**config.mk**
```make
export PLATFORM = sky130hd
export DESIGN_NAME = file_type_sniffer
export DESIGN_NICKNAME = d
export VERILOG_FILES = /design/src/design/fts_pkg.sv /design/src/design/fts_utf8.sv /design/src/design/file_type_sniffer.sv
export SDC_FILE = /design/constraint.sdc
export NUM_CORES = 1
export LEC_CHECK = 0
export BUFFER_PORTS_ARGS = -buffer_cell sky130_fd_sc_hd__clkbuf_2
export CORE_MARGIN = 3
export CORE_UTILIZATION = 29
export DETAILED_ROUTE_END_ITERATION = 7
export GPL_TIMING_DRIVEN = 0
export PLACE_DENSITY_LB_ADDON = 0.2
export SLEW_MARGIN = 5
export SYNTH_ARGS = -nofsm -noshare
export SYNTH_HDL_FRONTEND = slang
export SYNTH_SLANG_ARGS = --single-unit
export TNS_END_PERCENT = 5
```
**constraint.sdc**
```tcl
create_clock -name clk -period 5.7 [get_ports clk]
set_input_delay 0.57 -clock clk [delete_from_list [all_inputs] [get_ports clk]]
set_output_delay 0.57 -clock clk [all_outputs]
set_load 0.02 [all_outputs]
```
**src/design/fts_pkg.sv**
```systemverilog
`timescale 1ns / 1ps
`default_nettype none
// ----------------------------------------------------------------------------
// fts_pkg: shared types and constants of the file type sniffer
// Verdict codes, the magic prefix table and the control bundle that the top
// level hands to the UTF-8 checker.
// ----------------------------------------------------------------------------
package fts_pkg;

	localparam int HEADER_BYTES_DEFAULT = 512;
	localparam int NUM_MAGIC = 6;
	localparam int MAGIC_MAX = 14;
	localparam int MAGIC_IDX_W = $clog2(MAGIC_MAX);

	typedef enum logic [2:0] {
		FT_UNKNOWN = 3'd0,
		FT_ZIP     = 3'd1,
		FT_BZIP2   = 3'd2,
		FT_GZIP    = 3'd3,
		FT_XML     = 3'd4,
		FT_UTF8    = 3'd5
	} file_type_t;

	localparam logic [7:0] MAGIC_TEXT [NUM_MAGIC][MAGIC_MAX] = '{
		'{8'h50, 8'h4B, 8'h03, 8'h04, 8'h00, 8'h00, 8'h00,
		  8'h00, 8'h00, 8'h00, 8'h00, 8'h00, 8'h00, 8'h00},
		'{8'h42, 8'h5A, 8'h68, 8'h00, 8'h00, 8'h00, 8'h00,
		  8'h00, 8'h00, 8'h00, 8'h00, 8'h00, 8'h00, 8'h00},
		'{8'h1F, 8'h8B, 8'h08, 8'h00, 8'h00, 8'h00, 8'h00,
		  8'h00, 8'h00, 8'h00, 8'h00, 8'h00, 8'h00, 8'h00},
		'{8'h3C, 8'h3F, 8'h78, 8'h6D, 8'h6C, 8'h00, 8'h00,
		  8'h00, 8'h00, 8'h00, 8'h00, 8'h00, 8'h00, 8'h00},
		'{8'h3C, 8'h68, 8'h74, 8'h6D, 8'h6C, 8'h00, 8'h00,
		  8'h00, 8'h00, 8'h00, 8'h00, 8'h00, 8'h00, 8'h00},
		'{8'h3C, 8'h21, 8'h44, 8'h4F, 8'h43, 8'h54, 8'h59,
		  8'h50, 8'h45, 8'h20, 8'h68, 8'h74, 8'h6D, 8'h6C}
	};

	localparam int MAGIC_LEN [NUM_MAGIC] = '{4, 3, 3, 5, 5, 14};

	localparam file_type_t MAGIC_TYPE [NUM_MAGIC] = '{
		FT_ZIP, FT_BZIP2, FT_GZIP, FT_XML, FT_XML, FT_XML
	};

	// Control for the UTF-8 checker: step examines the byte, clear ends the file.
	typedef struct packed {
		logic step;
		logic clear;
	} utf8_ctl_t;

endpackage
`default_nettype wire

```
**src/design/fts_utf8.sv**
```systemverilog
`timescale 1ns / 1ps
`default_nettype none
// ----------------------------------------------------------------------------
// fts_utf8: lax UTF-8 checker
// Tracks lead and follower bytes and reports whether the text test has failed,
// including the effect of the byte being examined in this cycle.
// ----------------------------------------------------------------------------
module fts_utf8 (
	input  wire logic              clk,
	input  wire logic              arst_n,
	input  wire fts_pkg::utf8_ctl_t ctl,
	input  wire logic [7:0]        data,
	output logic                   rejected_next
);
	import fts_pkg::*;

	logic [1:0] pend_q;
	logic       bad_q;
	logic       rej_q;
	logic [1:0] pend_d;
	logic       bad_d;
	logic       rej_d;
	logic       bad_any;

	always_comb begin
		pend_d  = pend_q;
		bad_d   = bad_q;
		rej_d   = rej_q;
		bad_any = bad_q | (data[7:6] == 2'b11);
		if (!rej_q) begin
			if (pend_q != 2'd0) begin
				pend_d = pend_q - 2'd1;
				// A bad follower only counts once the sequence is complete.
				if (pend_d == 2'd0 && bad_any) begin
					rej_d = 1'b1;
					bad_d = 1'b0;
				end else begin
					bad_d = bad_any;
				end
			end else begin
				bad_d = 1'b0;
				priority if (data[7] == 1'b0) begin
					pend_d = 2'd0;
				end else if (data[7:3] == 5'b11111) begin
					rej_d = 1'b1;
				end else if (data[7:4] == 4'b1111) begin
					pend_d = 2'd3;
				end else if (data[7:5] == 3'b111) begin
					pend_d = 2'd2;
				end else if (data[7:6] == 2'b11) begin
					pend_d = 2'd1;
				end else begin
					// A stray continuation byte passes as text.
					pend_d = 2'd0;
				end
			end
		end
	end

	assign rejected_next = ctl.step ? rej_d : rej_q;

	always_ff @(posedge clk or negedge arst_n) begin
		if (!arst_n) begin
			pend_q <= 2'd0;
			bad_q  <= 1'b0;
			rej_q  <= 1'b0;
		end else if (ctl.clear) begin
			pend_q <= 2'd0;
			bad_q  <= 1'b0;
			rej_q  <= 1'b0;
		end else if (ctl.step) begin
			pend_q <= pend_d;
			bad_q  <= bad_d;
			rej_q  <= rej_d;
		end
	end

endmodule
`default_nettype wire

```
**src/design/file_type_sniffer.sv**
```systemverilog
`timescale 1ns / 1ps
`default_nettype none
// ----------------------------------------------------------------------------
// file_type_sniffer: magic number and UTF-8 content sniffer
// Streams a file one byte per transfer and gives one verdict on the last byte.
// ----------------------------------------------------------------------------
// The block takes one byte per cycle: a byte sits in the input register,
// where the prefix compares and the UTF-8 checker update the file state,
// and the verdict of the byte marked last lands in the result register as
// that byte leaves the input register. A result thus follows its last byte
// through the input and result registers, and bytes keep flowing while it
// waits; only a last byte stalls while an earlier verdict has not been taken.
// Only the first HEADER_BYTES bytes are examined; later bytes are accepted
// and ignored until the last one. State returns to reset values after every verdict.
module file_type_sniffer #(
	parameter int HEADER_BYTES = fts_pkg::HEADER_BYTES_DEFAULT
) (
	input  wire logic                clk,
	input  wire logic                arst_n,
	input  wire logic                in_valid,
	output logic                     in_ready,
	input  wire logic [7:0]          data_byte,
	input  wire logic                last_byte,
	output logic                     out_valid,
	input  wire logic                out_ready,
	output logic [2:0]               content_kind
);
	import fts_pkg::*;

	localparam int POS_W = $clog2(HEADER_BYTES + 1);

	logic              valid_s1;
	logic [7:0]        byte_s1;
	logic              last_s1;
	logic [POS_W-1:0]  pos_q;
	logic [NUM_MAGIC-1:0] alive_q;
	logic              out_valid_q;
	file_type_t        content_kind_q;

	logic              out_free;
	logic              s1_go;
	logic              in_hdr;
	logic [POS_W-1:0]  pos_d;
	logic [NUM_MAGIC-1:0] alive_d;
	logic              text_rej;
	file_type_t        verdict;
	logic              found;
	utf8_ctl_t         utf8_ctl;

	assign out_free = !out_valid_q || out_ready;
	assign s1_go    = valid_s1 && (!last_s1 || out_free);
	assign in_ready = !valid_s1 || s1_go;

	assign in_hdr = pos_q < POS_W'(HEADER_BYTES);
	assign pos_d  = in_hdr ? pos_q + POS_W'(1) : pos_q;

	always_comb begin
		alive_d = alive_q;
		if (in_hdr) begin
			for (int k = 0; k < NUM_MAGIC; k++) begin
				if (pos_q < POS_W'(MAGIC_LEN[k]) &&
				    byte_s1 != MAGIC_TEXT[k][pos_q[MAGIC_IDX_W-1:0]]) begin
					alive_d[k] = 1'b0;
				end
			end
		end
	end

	assign utf8_ctl.step  = s1_go && in_hdr;
	assign utf8_ctl.clear = s1_go && last_s1;

	fts_utf8 u_utf8 (
		.clk           (clk),
		.arst_n        (arst_n),
		.ctl           (utf8_ctl),
		.data          (byte_s1),
		.rejected_next (text_rej)
	);

	// The first complete prefix in table order wins over the text test.
	always_comb begin
		verdict = text_rej ? FT_UNKNOWN : FT_UTF8;
		found   = 1'b0;
		for (int k = 0; k < NUM_MAGIC; k++) begin
			if (!found && alive_d[k] && pos_d >= POS_W'(MAGIC_LEN[k])) begin
				verdict = MAGIC_TYPE[k];
				found   = 1'b1;
			end
		end
	end

	always_ff @(posedge clk or negedge arst_n) begin
		if (!arst_n) begin
			valid_s1    <= 1'b0;
			pos_q       <= '0;
			alive_q     <= '1;
			out_valid_q <= 1'b0;
		end else begin
			if (in_ready) begin
				valid_s1 <= in_valid;
			end
			if (s1_go) begin
				if (last_s1) begin
					pos_q   <= '0;
					alive_q <= '1;
				end else begin
					pos_q   <= pos_d;
					alive_q <= alive_d;
				end
			end
			if (s1_go && last_s1) begin
				out_valid_q <= 1'b1;
			end else if (out_ready) begin
				out_valid_q <= 1'b0;
			end
		end
	end

	always_ff @(posedge clk) begin
		if (in_ready && in_valid) begin
			byte_s1 <= data_byte;
			last_s1 <= last_byte;
		end
		if (s1_go && last_s1) begin
			content_kind_q <= verdict;
		end
	end

	assign out_valid    = out_valid_q;
	assign content_kind = content_kind_q;

endmodule
`default_nettype wire
```
Word-level counts from Yosys, hierarchy flattened
Memory sizes are Yosys's and may differ from the RTL's.
Index checks and enable logic that the tools add are counted.
{"block": "classes", "reduce_logical": 40, "n_bitwise": 2, "muxes": 54, "add_sub_neg": 2, "order_cmp": 10, "eq_ne": 12}
{"cell": "$mux W8", "n": 12}
{"cell": "$ne A8 B8 Y1", "n": 6}
{"cell": "$mux W1", "n": 26}
{"cell": "$logic_and A1 B1 Y1", "n": 22}
{"cell": "$ge A10 B3 Y1 const B", "n": 2}
{"cell": "$lt A10 B3 Y1 const B", "n": 2}
{"cell": "$mux W10", "n": 2}
{"cell": "$mux W2", "n": 8}
{"cell": "$mux W3", "n": 4}
{"cell": "$mux W6", "n": 2}
{"cell": "$add A10 B1 Y10 const B", "n": 1}
{"cell": "$ge A10 B2 Y1 const B", "n": 1}
{"cell": "$ge A10 B4 Y1 const B", "n": 1}
{"cell": "$lt A10 B10 Y1 const B", "n": 1}
{"cell": "$lt A10 B2 Y1 const B", "n": 1}
{"cell": "$lt A10 B4 Y1 const B", "n": 1}
{"cell": "$logic_not A1 Y1", "n": 8}
{"cell": "$reduce_bool A2 Y1", "n": 3}
{"cell": "$eq A5 B5 Y1 const B", "n": 1}
{"cell": "$ge A5 B5 Y1 const B", "n": 1}
{"cell": "$not A4 Y5", "n": 1}
{"cell": "$eq A4 B4 Y1 const B", "n": 1}
{"cell": "$ne A4 B2 Y1 const B", "n": 1}
{"cell": "$eq A3 B3 Y1 const B", "n": 1}
{"cell": "9 further kinds", "n": 11}
{"block": "totals", "romBits": 768, "ff_bits": 34, "elab_cells": 136, "output_inout_bits": 5, "memories": 6, "in_bits": 13}
{"name": "(no name shown)", "words": 16, "width": 8, "rd": 1, "rd_ports_with_merged_regs": 0, "write_ports": 0, "line_no": "file_type_sniffer.sv:62", "source": "byte_s1 != MAGIC_TEXT[k][pos_q[MAGIC_IDX_W-1:0]]) begin"}
{"name": "(no name shown)", "words": 16, "width": 8, "rd": 1, "rd_ports_with_merged_regs": 0, "write_ports": 0, "line_no": "file_type_sniffer.sv:62"}
{"name": "(no name shown)", "words": 16, "width": 8, "rd": 1, "rd_ports_with_merged_regs": 0, "write_ports": 0, "line_no": "file_type_sniffer.sv:62"}
{"name": "(no name shown)", "words": 16, "width": 8, "rd": 1, "rd_ports_with_merged_regs": 0, "write_ports": 0, "line_no": "file_type_sniffer.sv:62"}
{"name": "(no name shown)", "words": 16, "width": 8, "rd": 1, "rd_ports_with_merged_regs": 0, "write_ports": 0, "line_no": "file_type_sniffer.sv:62"}
{"name": "(no name shown)", "words": 16, "width": 8, "rd": 1, "rd_ports_with_merged_regs": 0, "write_ports": 0, "line_no": "file_type_sniffer.sv:62"}

Logic depth before layout (Yosys ltp)
Gate-level depths: netlist of the first run.
{"block": "logic_depth", "word_depth": 30, "mapped_depth": 11}

Modules after synthesis
From an unflattened synthesis of the first run, not the netlist that was laid out.
{"block": "hier_totals", "hier_cells": 328, "area_unflattened_um2": 2825.2}
{"module": "file_type_sniffer", "n_inst": 1, "area_per_inst_um2": 2567.5, "seq_area_each_um2": 818.3, "cells_per_inst": 302}
{"module": "fts_utf8", "n_inst": 1, "area_per_inst_um2": 257.7, "seq_area_each_um2": 100.1, "cells_per_inst": 26}

Least setup slack after synthesis of the first run
Ideal clock, no wire load.
{"block": "synth_path", "path_type": "reg-to-reg", "start": "register pos_q[0]", "end": "register content_kind_q[0] (netlist: content_kind[0]), data pin", "path_slack_ns": 2.979, "arrival_ns": 2.461, "n_path_buf": 2, "setup_time_ns": 0.260, "period_less_slack_ns": 2.721, "path_stages_with_launch": 12, "path_cell_list": "dfrtp_1 -> buf_2 -> inv_2 -> ha_1 -> clkbuf_1 -> nor4b_1 -> a31oi_1 -> o32a_1 -> o31ai_2 -> o31ai_1 -> a31oi_1 -> o21ai_1"}
{"block": "synth_between", "elab_chain_cells": 30, "word_cells_on_any_way": 77}
{"element": "start: declaration", "line_no": "file_type_sniffer.sv:35", "source": "logic [POS_W-1:0] pos_q;"}
{"element": "start signal: assignment", "line_no": "file_type_sniffer.sv:107", "source": "pos_q <= pos_d;"}
{"element": "parallel branches: the longest is 30 deep, another holds $add A10 B1 Y10"}
{"element": "end signal: assignment", "line_no": "file_type_sniffer.sv:125", "source": "content_kind_q <= verdict;"}
{"element": "end: declaration", "line_no": "file_type_sniffer.sv:38", "source": "file_type_t content_kind_q;"}
Parallel ways; which one is timed is not known. The select of a mux whose other input is x is not followed.
A chain may end at the register's enable or synchronous reset.

Final worst setup path of the first run
{"block": "layout_path", "start": "register pos_q[0]", "end": "register content_kind_q[2] (netlist: content_kind[2]), data pin"}
Same word-level chain as after synthesis.

==> parameters.txt, run 1 <==
Parameter                              Value

Routing
  Average wire length per cell after detail routing    17.0 µm
  Mean number of vias per cell    between 5 and 6
  Initial detailed-routing violation count    between 200 and 250
  Via count    ~2700
  DR DRC count    0
  Antenna Nets Post-Route    0
  Post-detailed-routing wire length    8.39 mm
  First-pass DRT Iterations    5

Yosys
  Largest area contributor in the synthesized netlist    sky130_fd_sc_hd__dfrtp_1
  Post-synthesis register bit count    34
  Total nets after synthesis    360
  Leading cell types by total area after synthesis    sky130_fd_sc_hd__dfrtp_1 (14%), sky130_fd_sc_hd__edfxtp_1 (13%), sky130_fd_sc_hd__dfstp_2 (5.5%)
  Count of flip-flops with a built-in enable after synthesis    12
  Number of distinct library cells after synthesis    72
  Syn Inst Count    about 340
  Mean instance size in the synthesized netlist    ~8.5 µm²
  Area of the mapped netlist    ~2900 µm²
  Share of flip-flops with an asynchronous set or reset    0.647
  Fraction of post-synthesis cell area in the top cell type by area    0.140
  Top FF cell, synth    sky130_fd_sc_hd__dfrtp_1
  Proportion of synthesized chip area in sequential cells    0.320
  Number of warnings reported in the yosys synthesis log    0

Cells and area
  Diode count    0
  Fraction of final layout cells with drive strength greater than 1    0.159
  Number of nets in the layout    roughly 380
  Fill cells    approximately 1000
  Core Util, Final    0.342
  Area growth from synthesis to layout    12.3%

Global routing
  Met3 usage    0.0276
  Antenna violations before repair    0
  Combined global-route utilization of all metal layers    0.152
  Wire length of the first global-routing pass    around 14 mm
  Met2 layer usage reported by global route    0.231
  Total global routing overflow    0
  Via count of the first global-routing pass    2460
  Maximum number of pins on one net before global-route repair    23
  Routing usage on met1    0.222
  Most Used Layer, Global Route    met2

Timing
  Setup_tns    0 ns
  Final max-slew violation count    0
  Highest clock frequency the design can meet    just over 300 MHz
  Period Utilization, post-route    0.578
  Slew margin rel.    0.594
  Minimum clock period after layout    3.29 ns
  Hold WS    0.277 ns
  Actual transition at the worst max-transition pin    0.608 ns
  Endpoints failing hold    0
  Setup repair after global routing missed its margin    false
  Final clock skew    between 0.01 and 0.015 ns
  Setup violators final    0
  Post-route worst setup slack    about 2.4 ns

CTS
  CTS Sinks    34
  Hold_buf cts    0
  Bufs on Longest Clock Path    2
  Post-CTS clock slew at the launch and capture registers of the worst setup and hold paths    0.08 ns
  H-tree depth    2
  Clock Root Buffer    sky130_fd_sc_hd__clkbuf_8
  Source-to-sink clock delay at the later pin of the worst-skew pair    between 0.2 and 0.3 ns
  Num CTS Buffers    5
  Post_cts resized    0
  Post-CTS Setup Repair Bufs    0
  CTS tree    done

Power
  Combinational fraction of design power    0.391
  Net load switching power    0.000320 W
  Sequential share of power    0.351
  Power per cell area    269 nW/µm²
  Leakage component of the power    ~1.3 nW
  Internal Pwr Total    around 0.00055 W
  Switching fraction of total power    0.370
  Max IR drop VDD    about 0.11 mV
  Power share of the clock group    0.258

Worst setup path
  Number of cells on the worst reg-to-reg path    11
  Launch point of the worst reg-to-reg path    pos_q[0]$_DFFE_PN0P_
  Setup slack of the most critical reg-to-reg path    about 2.4 ns
  Type of element launching the critical path    flop
  Required arrival time at the worst endpoint    between 5 and 6 ns
  Type of destination of the critical path    flop
  Biggest fanout along the worst timing path    11
  Worst EP arrival    roughly 3.3 ns
  Worst r2r dst    content_kind[2]$_SDFFCE_PP1P_
  Critical path class    flop to flop

Place
  Count of input and output buffers    17
  Detailed Place HPWL    slightly above 6 mm
  Final RePlAce weighted congestion    around 0.93
  Worst-case setup slack after placement    ~2.5 ns

Die
  Die Span Y    about 110 µm
  Total die area    11100 µm²
  Horizontal die dimension    105 µm
  Core outline area    ~9400 µm²
  Initial Utilization    0.304
  I/O pin cnt    18
  Row count    35

Hold path
  Class of the tightest hold or removal check    input pin to async pin

Run status
  Result of the run    completed

Job
  Number of violations of the max-capacitance limit    0
==> power by group through the flow <==
stage	Sequential (W)	Clock [W]	Combinational (W)
floorplan	0.000306	0	0.000249
global placement	0.000308	0	0.000331
detailed placement	0.000309	0	0.000333
CTS	0.000304	0.000229	0.000334
global route	0.000308	0.000242	0.000370
finish	0.000304	0.000224	0.000339
==> kinds of logic (layout without fill, tap and decap cells) <==
group | Yosys count | after routing | share of synthesized area
AND/OR/NAND/NOR | 121 | 121 | 0.237
AO/OA/AOI/OAI | 105 | 105 | 0.251
buffers and inverters | 44 | 69 | 0.0711
flip-flops | 34 | 34 | 0.320
XOR/XNOR | 22 | 22 | 0.0672
adder cells (fa/ha/maj) | 8 | 8 | 0.0349
multiplexers | 5 | 5 | 0.0179
==> cell usage after synthesis (all sizes together) (4+ instances only) <==
cell    number
nor2b        4
nand2       25
o211ai       4
mux2i        4
edfxtp      12
ha           8
nor3         7
a31oi        8
nor4b        4
or3          6
o21ai       28
inv         15
a21oi       18
dfstp        6
xor2         9
buf         20
and3         4
a211oi       5
xnor2       13
and2         5
clkbuf       9
nor2        23
dfrtp       16
nand2b       4
o31ai        7
nand3       12
==> registers in the layout, summed over array words and instances (netlist names) <==
signal         cells
alive_q            6
byte_s1            8
content_kind       3
last_s1            1
out_valid          1
pos_q             10
u_utf8.bad_q       1
u_utf8.pend_q      2
u_utf8.rej_q       1
valid_s1           1
==> how the worst max path moves through the flow <==
stage,start,to,slack (ns),cells after the start
after floorplan,pos_q[0]$_DFFE_PN0P_,content_kind[0]$_SDFFCE_PP0P_,2.98,11
after global placement,pos_q[0]$_DFFE_PN0P_,content_kind[2]$_SDFFCE_PP1P_,2.45,11
after detailed placement,pos_q[0]$_DFFE_PN0P_,content_kind[0]$_SDFFCE_PP0P_,2.46,11
after CTS,pos_q[0]$_DFFE_PN0P_,content_kind[0]$_SDFFCE_PP0P_,2.44,11
after global routing,pos_q[0]$_DFFE_PN0P_,content_kind[0]$_SDFFCE_PP0P_,2.21,11
final,pos_q[0]$_DFFE_PN0P_,content_kind[2]$_SDFFCE_PP1P_,2.41,11
==> layout make-up <==
| cell class | count | area, µm² | share of cell area |
|---|---|---|---|
| well taps | 129 | 161 | 0.0501 |
| clock buffers | 7 | 76.3 | 0.0237 |
| repair buffers | 17 | 85.1 | 0.0264 |
| multi-input cells | 261 | 1740 | 0.542 |
| clock inverters | 1 | 30.0 | 0.00933 |
| inverters | 15 | 56.3 | 0.0175 |
| plain buffers | 29 | 148 | 0.0459 |
| flip-flops and latches | 34 | 918 | 0.285 |
==> layer usage <==
layer / vias up / routed length [µm] / share of wire
li1: 1310 / - / -
met1: 1288 / 3960 / 0.47
met2: 102 / 3780 / 0.45
met3: 8 / 544 / 0.065
met4: 0 / 102 / 0.012
met5: - / 0 / 0
==> cells in the final DEF (no fill, tap or decap), types with 4 or more instances in the layout <==
cell type and instances:
sky130_fd_sc_hd__inv_1 12, sky130_fd_sc_hd__nand3_1 12, sky130_fd_sc_hd__a31oi_1 8, sky130_fd_sc_hd__buf_2 13, sky130_fd_sc_hd__and2_1 5, sky130_fd_sc_hd__nand2b_1 4, sky130_fd_sc_hd__nor3_1 7, sky130_fd_sc_hd__dfstp_2 6
sky130_fd_sc_hd__ha_1 8, sky130_fd_sc_hd__o211ai_1 4, sky130_fd_sc_hd__dfrtp_1 16, sky130_fd_sc_hd__o21ai_0 21, sky130_fd_sc_hd__nor2_1 22, sky130_fd_sc_hd__a21oi_1 18, sky130_fd_sc_hd__nor4b_1 4, sky130_fd_sc_hd__a211oi_1 4
sky130_fd_sc_hd__and3_1 4, sky130_fd_sc_hd__clkbuf_8 5, sky130_fd_sc_hd__clkbuf_1 11, sky130_fd_sc_hd__o21ai_1 6, sky130_fd_sc_hd__or3_1 6, sky130_fd_sc_hd__mux2i_1 4, sky130_fd_sc_hd__edfxtp_1 12, sky130_fd_sc_hd__xnor2_1 13
sky130_fd_sc_hd__nor2b_1 4, sky130_fd_sc_hd__o31ai_1 6, sky130_fd_sc_hd__xor2_1 9, sky130_fd_sc_hd__nand2_1 25, sky130_fd_sc_hd__clkbuf_2 17
==> critical path, cell delays in order (launching register included) <==
cell,delay (ns)
sky130_fd_sc_hd__dfrtp_1,0.57
sky130_fd_sc_hd__buf_2,0.30
sky130_fd_sc_hd__inv_2,0.10
sky130_fd_sc_hd__ha_1,0.27
sky130_fd_sc_hd__buf_2,0.21
sky130_fd_sc_hd__and4b_1,0.19
sky130_fd_sc_hd__a211oi_1,0.42
sky130_fd_sc_hd__a211oi_1,0.14
sky130_fd_sc_hd__o211ai_1,0.19
sky130_fd_sc_hd__o221ai_1,0.19
sky130_fd_sc_hd__a32o_1,0.26
sky130_fd_sc_hd__o211a_1,0.22
==> per-stage QoR <==
| stage | power, W | std cells | instance area, µm² |
|---|---|---|---|
| after floorplan | 0.000555 | 339 | 2870 |
| after global placement | 0.000639 | 485 | 3110 |
| after detailed placement | 0.000642 | 485 | 3110 |
| after CTS | 0.000868 | 493 | 3220 |
| after global routing | 0.000920 | 493 | 3220 |
| final | 0.000867 | 493 | 3220 |
Power figures use the tool's default switching activity.
==> run 2, diff against run 1 <==
clock period = 3.4 ns   (was 5.7 ns; I/O delays follow)
==> parameters.txt, run 2 (synthesized netlist as in run 1, its figures left out) <==
Parameter                              Value

Timing
  Minimum clock period after layout    3.18 ns (-0.109 ns)
  Setup repair after global routing missed its margin    false
  Highest clock frequency the design can meet    314 MHz (+3.4%)
  Final max-slew violation count    0 (unchanged)
  Endpoints failing hold    0 (unchanged)
  Slew margin rel.    0.596 (+0.00144)
  Setup violators final    0 (unchanged)
  Period Utilization, post-route    0.937 (+0.359)
  Final clock skew    0.0114 ns (-0.000268 ns)
  Setup_tns    0 ns (unchanged)
  Actual transition at the worst max-transition pin    0.606 ns (-0.00217 ns)

Power
  Max IR drop VDD    0.183 mV (+65%)
  Power per cell area    451 nW/µm² (+67%)
  Net load switching power    0.000535 W (+67%)
  Switching fraction of total power    0.368 (-0.00119)
  Sequential share of power    0.352 (about the same)
  Internal Pwr Total    0.000917 W (+68%)
  Combinational fraction of design power    0.392 (about the same)
  Leakage component of the power    1.29 nW (+0.15%)
  Power share of the clock group    0.256 (-0.002)

Cells and area
  Largest registers    pos_q: 10 flops, byte_s1: 8 flops, alive_q: 6 flops
  Number of nets in the layout    384 (unchanged)
  Top library cells by usage in the layout, fill and taps aside    sky130_fd_sc_hd__nand2_1 (25), sky130_fd_sc_hd__nor2_1 (22), sky130_fd_sc_hd__o21ai_0 (21)
  Area growth from synthesis to layout    12.4% (about the same)
  Finished layout cell area    3220 µm² (about the same)
  Fin cells    493 (unchanged)
  Number of flip-flops under the largest register name    10 (unchanged)
  Fraction of final layout cells with drive strength greater than 1    0.165 (+0.00549)
  Most common cell after layout, fill and taps aside    sky130_fd_sc_hd__nand2_1
  Diode count    0 (unchanged)
  Largest reg by FF count    pos_q

Place
  Final RePlAce weighted congestion    0.926 (unchanged)
  Area after detailed placement    3110 µm² (unchanged)
  Detailed Place HPWL    6.22 mm (unchanged)
  Number of placed instances with taps included    485 (unchanged)
  Count of input and output buffers    17 (unchanged)

Die
  I/O pin cnt    18 (unchanged)
  Row count    35 (unchanged)
  Total die area    11100 µm² (unchanged)
  Initial Utilization    0.304 (unchanged)
  Core outline area    9420 µm² (unchanged)
  Horizontal die dimension    105 µm (unchanged)
  Die Span Y    105 µm (unchanged)

CTS
  Post-CTS Setup Repair Bufs    0 (unchanged)
  Post-CTS clock slew at the launch and capture registers of the worst setup and hold paths    0.08 ns (about the same)
  Clock Root Buffer    sky130_fd_sc_hd__clkbuf_8
  Bufs on Longest Clock Path    2 (unchanged)
  CTS tree    done
  Source-to-sink clock delay at the later pin of the worst-skew pair    0.29 ns (about the same)
  H-tree depth    2 (unchanged)
  CTS Sinks    34 (unchanged)
  Hold_buf cts    0 (unchanged)
  Num CTS Buffers    5 (unchanged)

Routing
  Via count    2723 (+0.55%)
  Antenna Nets Post-Route    0 (unchanged)
  Post-detailed-routing wire length    8.37 mm (-0.23%)
  Initial detailed-routing violation count    229 (+2.2%)
  First-pass DRT Iterations    4 (-1)
  DR DRC count    0 (unchanged)
  Average wire length per cell after detail routing    17.0 µm (-0.23%)
  Mean number of vias per cell    5.52 (+0.55%)

Worst setup path
  Critical path origin    pos_q[0]$_DFFE_PN0P_
  Worst r2r dst    content_kind[2]$_SDFFCE_PP1P_
  Biggest fanout along the worst timing path    11 (unchanged)
  Worst EP arrival    3.22 ns (-0.12 ns)
  Required arrival time at the worst endpoint    3.44 ns (-2.30 ns)
  Critical path class    flop to flop
  Setup slack of the most critical reg-to-reg path    0.22 ns (-2.19 ns)
  Number of cells on the worst reg-to-reg path    11 (unchanged)
  Type of element launching the critical path    flop
  End point of the critical path    content_kind[2]$_SDFFCE_PP1P_
  Type of destination of the critical path    flop
  Launch point of the worst reg-to-reg path    pos_q[0]$_DFFE_PN0P_

Global routing
  Antenna violations before repair    0 (unchanged)
  Wire length of the first global-routing pass    13.7 mm (unchanged)
  Total global routing overflow    0 (unchanged)
  Combined global-route utilization of all metal layers    0.152 (unchanged)
  Via count of the first global-routing pass    2460 (unchanged)
  Maximum number of pins on one net before global-route repair    23 (unchanged)

Hold path
  Class of the tightest hold or removal check    input pin to async pin

Run status
  Result of the run    completed

Job
  Number of violations of the max-capacitance limit    0 (unchanged)
-- run 2: critical path, stage by stage, from the launching register on --
cell                       delay (ns)
sky130_fd_sc_hd__dfrtp_2         0.49
sky130_fd_sc_hd__buf_2           0.27
sky130_fd_sc_hd__inv_2           0.10
sky130_fd_sc_hd__ha_1            0.26
sky130_fd_sc_hd__buf_2           0.21
sky130_fd_sc_hd__and4b_1         0.19
sky130_fd_sc_hd__a211oi_1        0.42
sky130_fd_sc_hd__a211oi_1        0.14
sky130_fd_sc_hd__o211ai_1        0.19
sky130_fd_sc_hd__o221ai_1        0.19
sky130_fd_sc_hd__a32o_1          0.25
sky130_fd_sc_hd__o211a_1         0.21
-- run 2: how the worst min path moves through the flow --
stage	from	end	cells past startpoint
6_report	arst_n	pos_q[5]$_DFFE_PN0P_	1
2_1_floorplan	arst_n	out_valid$_DFFE_PN0P_	0
4_1_cts	arst_n	pos_q[5]$_DFFE_PN0P_	1
3_3_place_gp	arst_n	u_utf8.pend_q[1]$_DFFE_PN0P_	1
5_1_grt	arst_n	pos_q[5]$_DFFE_PN0P_	1
3_5_place_dp	arst_n	u_utf8.pend_q[1]$_DFFE_PN0P_	1
-- run 2: power by group through the flow --
stage,Sequential (W),Combinational [W],Clock (W)
2_1_floorplan,0.000513,0.000418,0
3_3_place_gp,0.000516,0.000555,0
3_5_place_dp,0.000518,0.000558,0
4_1_cts,0.000510,0.000560,0.000384
5_1_grt,0.000516,0.000622,0.000406
6_report,0.000511,0.000569,0.000372
-- run 2: through the flow --
| step | power, W | util | worst slack [ns] | hold WS [ns] |
|---|---|---|---|---|
| 5_1_grt | 0.00154 | 0.342 | 0.0321 | 0.0925 |
| 3_3_place_gp | 0.00107 | 0.331 | 0.149 | 0.373 |
| 2_1_floorplan | 0.000931 | - | 0.679 | 0.0444 |
| 4_1_cts | 0.00145 | 0.342 | 0.137 | 0.0598 |
| 3_5_place_dp | 0.00108 | 0.331 | 0.163 | 0.374 |
| 6_report | 0.00145 | 0.342 | 0.216 | 0.0473 |
-- run 2: timing repair --
item | in CTS | in global routing
setup endpoints to repair | 0 | 2
gates resized for setup | 0 | 3
hold endpoints to repair | 0 | 0
-- run 2: layout make-up --
cell class                      instances  area (µm²)
Buffer                                 29         149
Clock buffer                            7        76.3
Clock inverter                          1        30.0
Fill cell                             996        6190
Inverter                               15        56.3
Multi-Input combinational cell        261        1740
Sequential cell                        34         920
Tap cell                              129         161
Timing Repair Buffer                   17        85.1
-- run 2: routing by layer --
layer,track usage,wire [µm],part of all wire
met1,0.222,3980,0.48
met2,0.231,3740,0.45
met3,0.0276,536,0.064
met4,0.0337,114,0.014
met5,0,0,0
==> run 3, diff against run 2 <==
SLEW_MARGIN = 20   (was 5)
clock period = 3.35 ns   (was 3.4 ns; I/O delays follow)
==> parameters.txt, run 3 (synthesized netlist as in run 1, its figures left out) <==
Parameter                              Value

Run status
  Result of the run    completed

Power
  Max IR drop VDD    0.187 mV (+2.5%)
  Power share of the clock group    0.256 (about the same)
  Sequential share of power    0.351 (about the same)
  Switching fraction of total power    0.370 (+0.00157)
  Leakage component of the power    1.29 nW (about the same)
  Internal Pwr Total    0.000932 W (+1.6%)
  Net load switching power    0.000547 W (+2.3%)
  Power per cell area    458 nW/µm² (+1.6%)
  Combinational fraction of design power    0.394 (+0.002)

Timing
  Setup violators final    0 (unchanged)
  Hold WS    0.0440 ns (-0.00329 ns)
  Slew margin rel.    0.593 (-0.00246)
  Final max-slew violation count    0 (unchanged)
  Actual transition at the worst max-transition pin    0.610 ns (+0.00370 ns)
  Endpoints failing hold    0 (unchanged)
  Setup repair after global routing missed its margin    false
  Final clock skew    0.0101 ns (-0.00136 ns)
  Minimum clock period after layout    3.20 ns (+0.0138 ns)
  Setup_tns    0 ns (unchanged)
  Period Utilization, post-route    0.955 (+0.0181)
  Highest clock frequency the design can meet    313 MHz (-0.43%)

CTS
  Hold_buf cts    0 (unchanged)
  Post-CTS clock slew at the launch and capture registers of the worst setup and hold paths    0.08 ns (about the same)
  Bufs on Longest Clock Path    2 (unchanged)
  Post-CTS Setup Repair Bufs    0 (unchanged)
  CTS tree    done
  Num CTS Buffers    5 (unchanged)
  H-tree depth    2 (unchanged)
  Source-to-sink clock delay at the later pin of the worst-skew pair    0.29 ns (about the same)
  Clock Root Buffer    sky130_fd_sc_hd__clkbuf_8
  CTS Sinks    34 (unchanged)

Die
  Horizontal die dimension    105 µm (unchanged)
  Initial Utilization    0.304 (unchanged)
  I/O pin cnt    18 (unchanged)
  Total die area    11100 µm² (unchanged)
  Die Span Y    105 µm (unchanged)
  Row count    35 (unchanged)
  Core outline area    9420 µm² (unchanged)

Worst setup path
  CP cell instances    buf_2 > inv_2 > ha_1 > buf_2 > and4b_1 > a211oi_1 > a211oi_1 > o211ai_1 > o221ai_1 > a32o_1 > o211a_1
  Type of destination of the critical path    flop
  Cell with the largest stage delay on the worst path    sky130_fd_sc_hd__dfrtp_2
  Biggest fanout along the worst timing path    11 (unchanged)
  Critical path class    flop to flop
  Setup slack of the most critical reg-to-reg path    0.15 ns (-0.06 ns)
  Worst r2r dst    content_kind[2]$_SDFFCE_PP1P_
  Largest incremental delay on the critical path    0.49 ns (about the same)
  Launch point of the worst reg-to-reg path    pos_q[0]$_DFFE_PN0P_
  Required arrival time at the worst endpoint    3.39 ns (-0.05 ns)
  Total buffers and inverters traversed by the critical path    3 (unchanged)
  Type of element launching the critical path    flop
  Top Family by Delay on Critical Path    compound AO/OA/AOI/OAI gates
  Number of cells on the worst reg-to-reg path    11 (unchanged)
  Worst EP arrival    3.24 ns (+0.02 ns)
  Depth of the critical timing path with buffers and inverters included    11 (unchanged)

Routing
  Initial detailed-routing violation count    220 (-3.9%)
  First-pass DRT Iterations    5 (+1)
  Mean number of vias per cell    5.47 (-0.95%)
  Via count    2697 (-0.95%)
  Average wire length per cell after detail routing    17.1 µm (+0.53%)
  Antenna Nets Post-Route    0 (unchanged)
  Post-detailed-routing wire length    8.41 mm (+0.53%)
  DR DRC count    0 (unchanged)

Cells and area
  Area growth from synthesis to layout    12.7%
  Number of nets in the layout    384 (unchanged)
  Diode count    0 (unchanged)
  Finished layout cell area    3230 µm² (+0.27%)
  Largest registers    pos_q: 10 flops, byte_s1: 8 flops, alive_q: 6 flops
  Fraction of final layout cells with drive strength greater than 1    0.165 (unchanged)
  Largest reg by FF count    pos_q
  Top library cells by usage in the layout, fill and taps aside    sky130_fd_sc_hd__nand2_1 (25), sky130_fd_sc_hd__nor2_1 (22), sky130_fd_sc_hd__o21ai_0 (21)
  Number of flip-flops under the largest register name    10 (unchanged)
  Core Util, Final    0.343 (+0.000930)
  Fill cells    995 (-0.10%)
  Most common cell after layout, fill and taps aside    sky130_fd_sc_hd__nand2_1

Global routing
  Total global routing overflow    0 (unchanged)
  Maximum number of pins on one net before global-route repair    23 (unchanged)
  Combined global-route utilization of all metal layers    0.152 (unchanged)
  Antenna violations before repair    0 (unchanged)
  Wire length of the first global-routing pass    13.7 mm (unchanged)
  Via count of the first global-routing pass    2460 (unchanged)

Hold path
  Class of the tightest hold or removal check    input pin to async pin

Job
  Number of violations of the max-capacitance limit    0 (unchanged)

Place
  Final RePlAce weighted congestion    0.926 (unchanged)
  Area after detailed placement    3110 µm² (unchanged)
  Count of input and output buffers    17 (unchanged)
  Detailed Place HPWL    6.22 mm (unchanged)
[run 3: cell types whose count changed in the layout (fill, tap and decap cells not counted)]
cell	previous run	this run
sky130_fd_sc_hd__o31ai_2	1	0
sky130_fd_sc_hd__o31ai_4	0	1
[run 3: per-layer routing]
layer  track usage  routed length, µm  up-vias
met2         0.231               3740       87
met1         0.222               4090     1292
met4        0.0337                102        0
met3        0.0276                482        8
li1              -                  -     1310
met5             0                  0        -
[run 3: final cells by class]
class	instances	area [µm²]	area share
inverters	15	56.3	0.0174
multi-input cells	261	1750	0.543
well taps	129	161	0.0500
clock buffers	7	76.3	0.0236
clock inverters	1	30.0	0.00930
flip-flops and latches	34	920	0.285
plain buffers	29	149	0.0461
repair buffers	17	85.1	0.0263
[run 3: worst max-delay path by stage]
stage / from / to
after floorplan: pos_q[0]$_DFFE_PN0P_ / content_kind[0]$_SDFFCE_PP0P_
after CTS: pos_q[0]$_DFFE_PN0P_ / content_kind[0]$_SDFFCE_PP0P_
after detailed placement: pos_q[0]$_DFFE_PN0P_ / content_kind[0]$_SDFFCE_PP0P_
after global placement: pos_q[0]$_DFFE_PN0P_ / content_kind[2]$_SDFFCE_PP1P_
final: pos_q[0]$_DFFE_PN0P_ / content_kind[2]$_SDFFCE_PP1P_
after global routing: pos_q[1]$_DFFE_PN0P_ / content_kind[2]$_SDFFCE_PP1P_
[run 3: metrics by stage]
stage               power, W  cells  setup slack [ns]
floorplan           0.000945    339             0.629
global placement     0.00109    485            0.0991
detailed placement   0.00109    485             0.113
CTS                  0.00148    493            0.0865
global route         0.00157    493           0.00363
finish               0.00148    493             0.152
[run 3: power groups by stage]
| stage | sequential [W] | combinational [W] | clock (W) |
|---|---|---|---|
| after global placement | 0.000524 | 0.000563 | 0 |
| after CTS | 0.000518 | 0.000568 | 0.000390 |
| after detailed placement | 0.000526 | 0.000566 | 0 |
| final | 0.000519 | 0.000582 | 0.000379 |
| after floorplan | 0.000521 | 0.000424 | 0 |
| after global routing | 0.000524 | 0.000636 | 0.000412 |
[run 3: worst reg2reg max path, stage by stage (launching register included)]
cell and delay (ns):
sky130_fd_sc_hd__dfrtp_2 0.49, sky130_fd_sc_hd__buf_2 0.27, sky130_fd_sc_hd__inv_2 0.10, sky130_fd_sc_hd__ha_1 0.27, sky130_fd_sc_hd__buf_2 0.21, sky130_fd_sc_hd__and4b_1 0.19, sky130_fd_sc_hd__a211oi_1 0.42, sky130_fd_sc_hd__a211oi_1 0.14
sky130_fd_sc_hd__o211ai_1 0.19, sky130_fd_sc_hd__o221ai_1 0.19, sky130_fd_sc_hd__a32o_1 0.26, sky130_fd_sc_hd__o211a_1 0.22
[run 3: repair_timing]
action                                  in CTS  in global routing
endpoints found under the hold margin        0                  0
gates resized for setup                      0                  4
endpoints found under the setup margin       0                  3
